## src/design/vpw_pkg.sv

```systemverilog
`timescale 1ns / 1ps

package vpw_pkg;

    // Data widths fixed by the interface.
    localparam int Q_W    = 32;
    localparam int VP_W   = 16;
    localparam int IDX_W  = 4;
    localparam int CFG_W  = 2;
    localparam int WIDE_W = 2 * Q_W + 2;

    // Default configuration of the top level.
    localparam int DEFAULT_FRAC_BITS   = 16;
    localparam int DEFAULT_QUEUE_DEPTH = 4;

    localparam logic signed [Q_W-1:0] Q_MAX = {1'b0, {(Q_W-1){1'b1}}};
    localparam logic signed [Q_W-1:0] Q_MIN = {1'b1, {(Q_W-1){1'b0}}};

    // Command codes.
    localparam logic CMD_LOAD    = 1'b0;
    localparam logic CMD_PROJECT = 1'b1;

    // Matrix select codes.
    localparam logic MAT_MODELVIEW  = 1'b0;
    localparam logic MAT_PROJECTION = 1'b1;

    // Configuration register indexes.
    localparam logic [CFG_W-1:0] CFG_ORIGIN_X = 2'd0;
    localparam logic [CFG_W-1:0] CFG_ORIGIN_Y = 2'd1;
    localparam logic [CFG_W-1:0] CFG_WIDTH    = 2'd2;
    localparam logic [CFG_W-1:0] CFG_HEIGHT   = 2'd3;

    // One classified input item as it sits in the queue.
    typedef struct packed {
        logic                    is_load;
        logic                    mat_sel;
        logic [IDX_W-1:0]        idx;
        logic signed [Q_W-1:0]   value;
        logic signed [Q_W-1:0]   px;
        logic signed [Q_W-1:0]   py;
        logic signed [Q_W-1:0]   pz;
    } vpw_item_t;

    // Head of the queue as seen by the back end.
    typedef struct packed {
        logic      valid;
        vpw_item_t item;
    } vpw_head_t;

    // Viewport registers.
    typedef struct packed {
        logic signed [VP_W-1:0] origin_x;
        logic signed [VP_W-1:0] origin_y;
        logic [VP_W-1:0]        width;
        logic [VP_W-1:0]        height;
    } vpw_viewport_t;

    // Saturate a wide signed value to the Q range.
    function automatic logic signed [Q_W-1:0] sat_q(input logic signed [WIDE_W-1:0] v);
        logic signed [Q_W-1:0] r;
        if (v > WIDE_W'(Q_MAX))
            r = Q_MAX;
        else if (v < WIDE_W'(Q_MIN))
            r = Q_MIN;
        else
            r = v[Q_W-1:0];
        return r;
    endfunction

endpackage

```

## src/design/vpw_front.sv

```systemverilog
`timescale 1ns / 1ps

module vpw_front #(
    parameter int DEPTH = vpw_pkg::DEFAULT_QUEUE_DEPTH
) (
    input  logic                            clk,
    input  logic                            rst_n,
    input  logic                            in_valid,
    output logic                            in_stall,
    input  logic                            cmd,
    input  logic                            matrix_select,
    input  logic [vpw_pkg::IDX_W-1:0]       entry_index,
    input  logic signed [vpw_pkg::Q_W-1:0]  entry_value,
    input  logic signed [vpw_pkg::Q_W-1:0]  point_x,
    input  logic signed [vpw_pkg::Q_W-1:0]  point_y,
    input  logic signed [vpw_pkg::Q_W-1:0]  point_z,
    output vpw_pkg::vpw_head_t              head,
    input  logic                            pop
);
    import vpw_pkg::*;

    localparam int PTR_W = (DEPTH > 1) ? $clog2(DEPTH) : 1;
    localparam int CNT_W = $clog2(DEPTH + 1);

    vpw_item_t        mem [DEPTH];
    logic [PTR_W-1:0] wptr_reg, wptr_next;
    logic [PTR_W-1:0] rptr_reg, rptr_next;
    logic [CNT_W-1:0] count_reg, count_next;
    vpw_item_t        item;
    logic             push;

    // Classify the incoming beat.
    always_comb
    begin
        item.is_load = (cmd == CMD_LOAD);
        item.mat_sel = matrix_select;
        item.idx     = entry_index;
        item.value   = entry_value;
        item.px      = point_x;
        item.py      = point_y;
        item.pz      = point_z;
    end

    assign in_stall = (count_reg == CNT_W'(DEPTH));
    assign push     = in_valid && !in_stall;

    // Pointer and fill count update.
    always_comb
    begin
        wptr_next  = wptr_reg;
        rptr_next  = rptr_reg;
        if (push)
            wptr_next = (wptr_reg == PTR_W'(DEPTH - 1)) ? '0 : wptr_reg + 1'b1;
        if (pop)
            rptr_next = (rptr_reg == PTR_W'(DEPTH - 1)) ? '0 : rptr_reg + 1'b1;
        count_next = count_reg + CNT_W'(push) - CNT_W'(pop);
    end

    always_ff @(posedge clk or negedge rst_n)
    begin
        if (!rst_n)
        begin
            wptr_reg  <= '0;
            rptr_reg  <= '0;
            count_reg <= '0;
        end
        else
        begin
            wptr_reg  <= wptr_next;
            rptr_reg  <= rptr_next;
            count_reg <= count_next;
        end
    end

    // Queue storage.
    always_ff @(posedge clk)
    begin
        if (push)
            mem[wptr_reg] <= item;
    end

    assign head.valid = (count_reg != '0);
    assign head.item  = mem[rptr_reg];

`ifndef SYNTHESIS
    a_count_bound: assert property (@(posedge clk) disable iff (!rst_n)
        count_reg <= CNT_W'(DEPTH))
        else $error("queue fill count exceeds its depth");

    a_push_grows: assert property (@(posedge clk) disable iff (!rst_n)
        (push && !pop) |=> (count_reg == $past(count_reg) + 1'b1))
        else $error("queue did not grow on a push without a pop");
`endif

endmodule

```

## config.mk

```make
export PLATFORM = sky130hd
export DESIGN_NAME = vpw_front
export DESIGN_NICKNAME = d
export VERILOG_FILES = /design/src/design/vpw_pkg.sv /design/src/design/vpw_front.sv
export SDC_FILE = /design/constraint.sdc
export NUM_CORES = 1
export LEC_CHECK = 0
export BUFFER_PORTS_ARGS = -buffer_cell sky130_fd_sc_hd__buf_4
export CAP_MARGIN = 40
export CORE_MARGIN = 2
export CORE_UTILIZATION = 61
export DETAILED_ROUTE_END_ITERATION = 10
export PLACE_DENSITY = 0.84
export SETUP_SLACK_MARGIN = 0.02
export SYNTH_ARGS = -nofsm -noshare
export SYNTH_HDL_FRONTEND = slang
export SYNTH_SLANG_ARGS = --single-unit
```

## constraint.sdc

```tcl
create_clock -name clk -period 12.26 [get_ports clk]
set_input_delay 1.226 -clock clk [delete_from_list [all_inputs] [get_ports clk]]
set_output_delay 1.226 -clock clk [all_outputs]
set_load 0.05 [all_outputs]
```

-- Word level (Yosys, flattened, before mapping)
Memories as Yosys holds them, arrays and structs flattened.
Cells that the tools add are included.
- multiplexer cells: 4
- reductions and logical operators: 3
- equality and inequality tests: 3
- $add $sub $neg: 4
- bitwise gates (word level): 1
- operator list (kind ; number):
    $add A2 B1 Y2 const B ; 2
    $eq A2 B2 Y1 const B ; 2
    $mux W2 ; 2
    $add A3 B1 Y3 ; 1
    $eq A3 B3 Y1 const B ; 1
    $reduce_bool A3 Y1 ; 1
    $sub A3 B1 Y3 ; 1
    $mux W1 ; 2
    $logic_and A1 B1 Y1 ; 1
    $logic_not A1 Y1 ; 1
    $not A1 Y1 ; 1
- flip-flop bits (word level): 7
- memory bits (writable): 536
- memories kept: 1
- memories (memory ; depth ; bits a word ; rd ports ; clocked after memory_dff ; write ports ; RTL line ; text):
    mem ; 4 ; 134 ; 1 ; 0 ; 1 ; vpw_front.sv:25 ; vpw_item_t mem [DEPTH];

-- Logic depth before layout (Yosys ltp)
- depth in word-level cells: 5
- gate-level depth with buffers: 10
- mapped depth without buffers: 9

-- Worst setup path before layout
OpenSTA, ideal clock, no wires.
- path type: input to register
- start: in in_valid
- end: mem mem[3][0] (netlist name), enable pin
- setup slack: 7.392 ns
- path buffers: 0
- required time: 11.750 ns
- library setup time: 0.510 ns
- arrival: 4.358 ns
- cell stages on the path: 1
- cells stage by stage: and3_1
- longest elaborated chain between the ends: 3
- ends and longest elaborated chain (element ; RTL line ; text):
    start: declaration ; vpw_front.sv:8 ; input logic in_valid,
    $logic_and A1 B1 Y1 ; vpw_front.sv:45 ; assign push = in_valid && !in_stall;
    $mux W1 ; vpw_front.sv:78 ; if (push)
    $mux W1 (implied by the code) ; vpw_front.sv:79 ; mem[wptr_reg] <= item;
    end: declaration ; vpw_front.sv:25 ;
Every way passes these cells.

==> flow_summary.toml <==
[clocking]
cts_hold_buf = 0
insertion_delay_ns = 0.56
postCtsResizedCells = 0
tritoncts_num_sinks = 543
cts_post_setup_buffers_inserted = 0
cts_inserted_buffers = 52
tritoncts = "done"
cts.path.max_buffers = 3
clock_tree.root_cell = "sky130_fd_sc_hd__clkbuf_16"
htree_levels = 2
path_clk_slew_ns = 0.06

[routing]
first_pass_iters = 6
drtIter0Drc = 694
vias_per_cell = 5.973
dr_total_vias = 8953
drt.antenna.violating_nets = 0
postRouteWirelength_mm = 37.47
drt_drc_violations_left = 0
routedWlPerCell_um = 24.99

[setup_path]
cp_slowest_stage_delay_ns = 0.70
worstPathCellList = "buf_16, buf_4, mux4_2, buf_4"
critPathKind = "reg2out"
timing.critical_path.slowest_stage_cell = "sky130_fd_sc_hd__dfrtp_4"
end_kind = "output port"
worst-path-max-fanout = 42
setup.worst_path.start_class = "register"
timing.critical_path.arrival_ns = 3.18
critPathRequiredTime_ns = 11.03
regToRegStartpoint = "count_reg[1]$_DFF_PN0_"
startpoint = "rptr_reg[0]$_DFFE_PN0P_"
critPathBufInv = 3
worst_path_most_repeated_cell = "sky130_fd_sc_hd__buf_4"
cpLargestDelayFamily = "buffers and inverters"

[synth]
yosysMostFrequentCell = "sky130_fd_sc_hd__edfxtp_1"
ys_ff_latch = 543
synth_top_cell_by_area = "sky130_fd_sc_hd__edfxtp_1"
most_used_flip_flop_cell_after_synthesis = "sky130_fd_sc_hd__edfxtp_1"
seq_area_frac_synth = 0.8236
post_synth_inst_count = 743
synth_warnings = 0
syn_area_sq_um = 19760
syn-num-nets = 889
yosys.area.top_type_share = 0.8147
synth_async_sr_flop_share = 0.01289
ys_top_cells_by_count = "sky130_fd_sc_hd__edfxtp_1, sky130_fd_sc_hd__mux4_2, sky130_fd_sc_hd__buf_2"
avgSynthCellArea_sq_um = 26.59
synth-edff-count = 536
ys_types = 24
area_contributors_post_synth = "sky130_fd_sc_hd__edfxtp_1, sky130_fd_sc_hd__mux4_2, sky130_fd_sc_hd__dfrtp_1"

[final_layout]
area_growth_syn_to_layout_pct = 21.34
design_area_sq_um = 23970
layout.area.seq_sq_um = 16280
fillers = 1656
multi_input_comb_area_sq_um = 3294
nets = 1204
drive_gt1_frac = 0.4566
max_reg_flops = 536

[timing]
finalCriticalPeriod_ns = 4.410
final.period_utilization = 0.3597
finalHoldViolations = 0
tightest_slew_ns = 0.8361
final.setup.tns_ns = 0
timing.max_slew.rel_slack = 0.4426
fin_worst_skew_ns = 0.02539
timing.final.setup_violations = 0
max_freq_mhz = 226.7
final_max_slew_viol_count = 0
rsz_0062_raised_after_global_routing = "no"

[run]
drv_cap = 0

[grt]
globalRouteMet3Util = 0.04319
grt_pass1_wl_mm = 56.55
grtUsageMet1 = 0.3049
globalRouteTotalUtil = 0.2270
grt_remaining_overflow = 0
first_global_vias = 9486
grt_max_degree = 58
grtUsageMet2 = 0.3796
grt_antenna_before_repair = 2
global_route.peak_usage_layer = "met2"

[floorplan]
io-pin-count = 274
die_y_um = 184.0
fp.dieW_um = 184.0
num_rows = 65
core_area_sq_um = 31720
design.die.area_sq_um = 33840
floorplan.initialDensity = 0.6229

[power_and_ir_drop]
max-vdd-ir-drop_v = 0.0002002
static-leakage-power_uw = 0.008192
p_per_area_nw_per_um2 = 281.5

[placed_design]
placed_area_sq_um = 22450
dp.final_hpwl_mm = 22.67
place_congestion = 0.7344
io_buffers = 273

[worst_hold_path]
type_of_the_most_critical_hold_path = "in2async"

[outcome]
status = "finished clean"
## layout by cell type, fill, tap and decap left out, types with 4 or more instances in the layout
cell | Yosys | routed
sky130_fd_sc_hd__clkbuf_16 | 0 | 53
sky130_fd_sc_hd__clkinv_1 | 0 | 15
sky130_fd_sc_hd__mux4_2 | 134 | 134
sky130_fd_sc_hd__buf_4 | 1 | 284
sky130_fd_sc_hd__and3_4 | 0 | 4
sky130_fd_sc_hd__ha_1 | 7 | 7
sky130_fd_sc_hd__buf_16 | 0 | 7
sky130_fd_sc_hd__clkinv_2 | 0 | 6
sky130_fd_sc_hd__clkbuf_1 | 8 | 10
sky130_fd_sc_hd__dfrtp_1 | 7 | 5
sky130_fd_sc_hd__inv_1 | 7 | 7
sky130_fd_sc_hd__edfxtp_1 | 536 | 536
## metrics by stage
stage                     power, uW    util  cells  hold WS, ns  setup WS [ns]
after floorplan                4585       -    743       0.5252          7.392
after global routing           6997  0.7558   1499       0.4513          7.584
after CTS                      6826  0.7557   1497       0.4518          7.744
after global placement         5290  0.7010   1398       0.5713          8.048
final                          6748  0.7558   1499       0.4691          7.850
after detailed placement       5382  0.7077   1406       0.5714          8.349
## cell type report
cell class                 count  area share
clock buffer                  65     0.05804
multi-input combinational    162      0.1374
sequential                   543      0.6790
timing repair buffer         292     0.09781
clock inverter                26    0.005428
antenna                        2   0.0002088
inverter                       7    0.001096
tap                          402     0.02098
## cell families (layout without fill, tap and decap cells)
group / Yosys count / in the layout / synth area share
DFF: 543 / 543 / 0.8236
muxes: 136 / 136 / 0.1539
buffers and inverters: 38 / 390 / 0.01070
and+or+nand+nor: 14 / 14 / 0.004687
adders and majority gates: 8 / 8 / 0.005446
AOI/OAI and AO/OA: 2 / 2 / 0.0008235
xor gates and xnor gates: 2 / 2 / 0.0008868
other: 0 / 2 / 0
## worst reg2reg max path: stages, from the launching register on
cell,delay (ns)
sky130_fd_sc_hd__dfrtp_1,0.45
sky130_fd_sc_hd__or3b_1,0.28
sky130_fd_sc_hd__and3_4,0.43
sky130_fd_sc_hd__buf_4,0.66
sky130_fd_sc_hd__buf_4,0.42
sky130_fd_sc_hd__buf_16,0.30
## path summary, 6_finish.rpt
path                                           endpoint  slack [ns]  cells past startpoint
min in group clk                 count_reg[0]$_DFF_PN0_        0.59                      1
worst min-delay path             count_reg[0]$_DFF_PN0_        0.47                      1
worst max-delay path                           head[95]        7.85                      4
worst min register to register   count_reg[0]$_DFF_PN0_        0.59                      1
worst max register to register     mem[3][22]$_DFFE_PP_        9.32                      5
max in group asynchronous       rptr_reg[0]$_DFFE_PN0P_       11.65                      1
## power breakdown
group          switching, uW  internal [uW]
Clock                    632            799
Combinational           1800            949
Sequential               121           2440
Total                   2560           4190
## routing by layer
layer | wire length [um] | up-vias | part of all wire
li1 | - | 3843 | -
met2 | 19550 | 349 | 0.52
met1 | 14210 | 4690 | 0.38
met3 | 2538 | 71 | 0.068
met5 | 0 | - | 0
met4 | 1169 | 0 | 0.031
No activity file was read; power rests on OpenSTA's default activity.
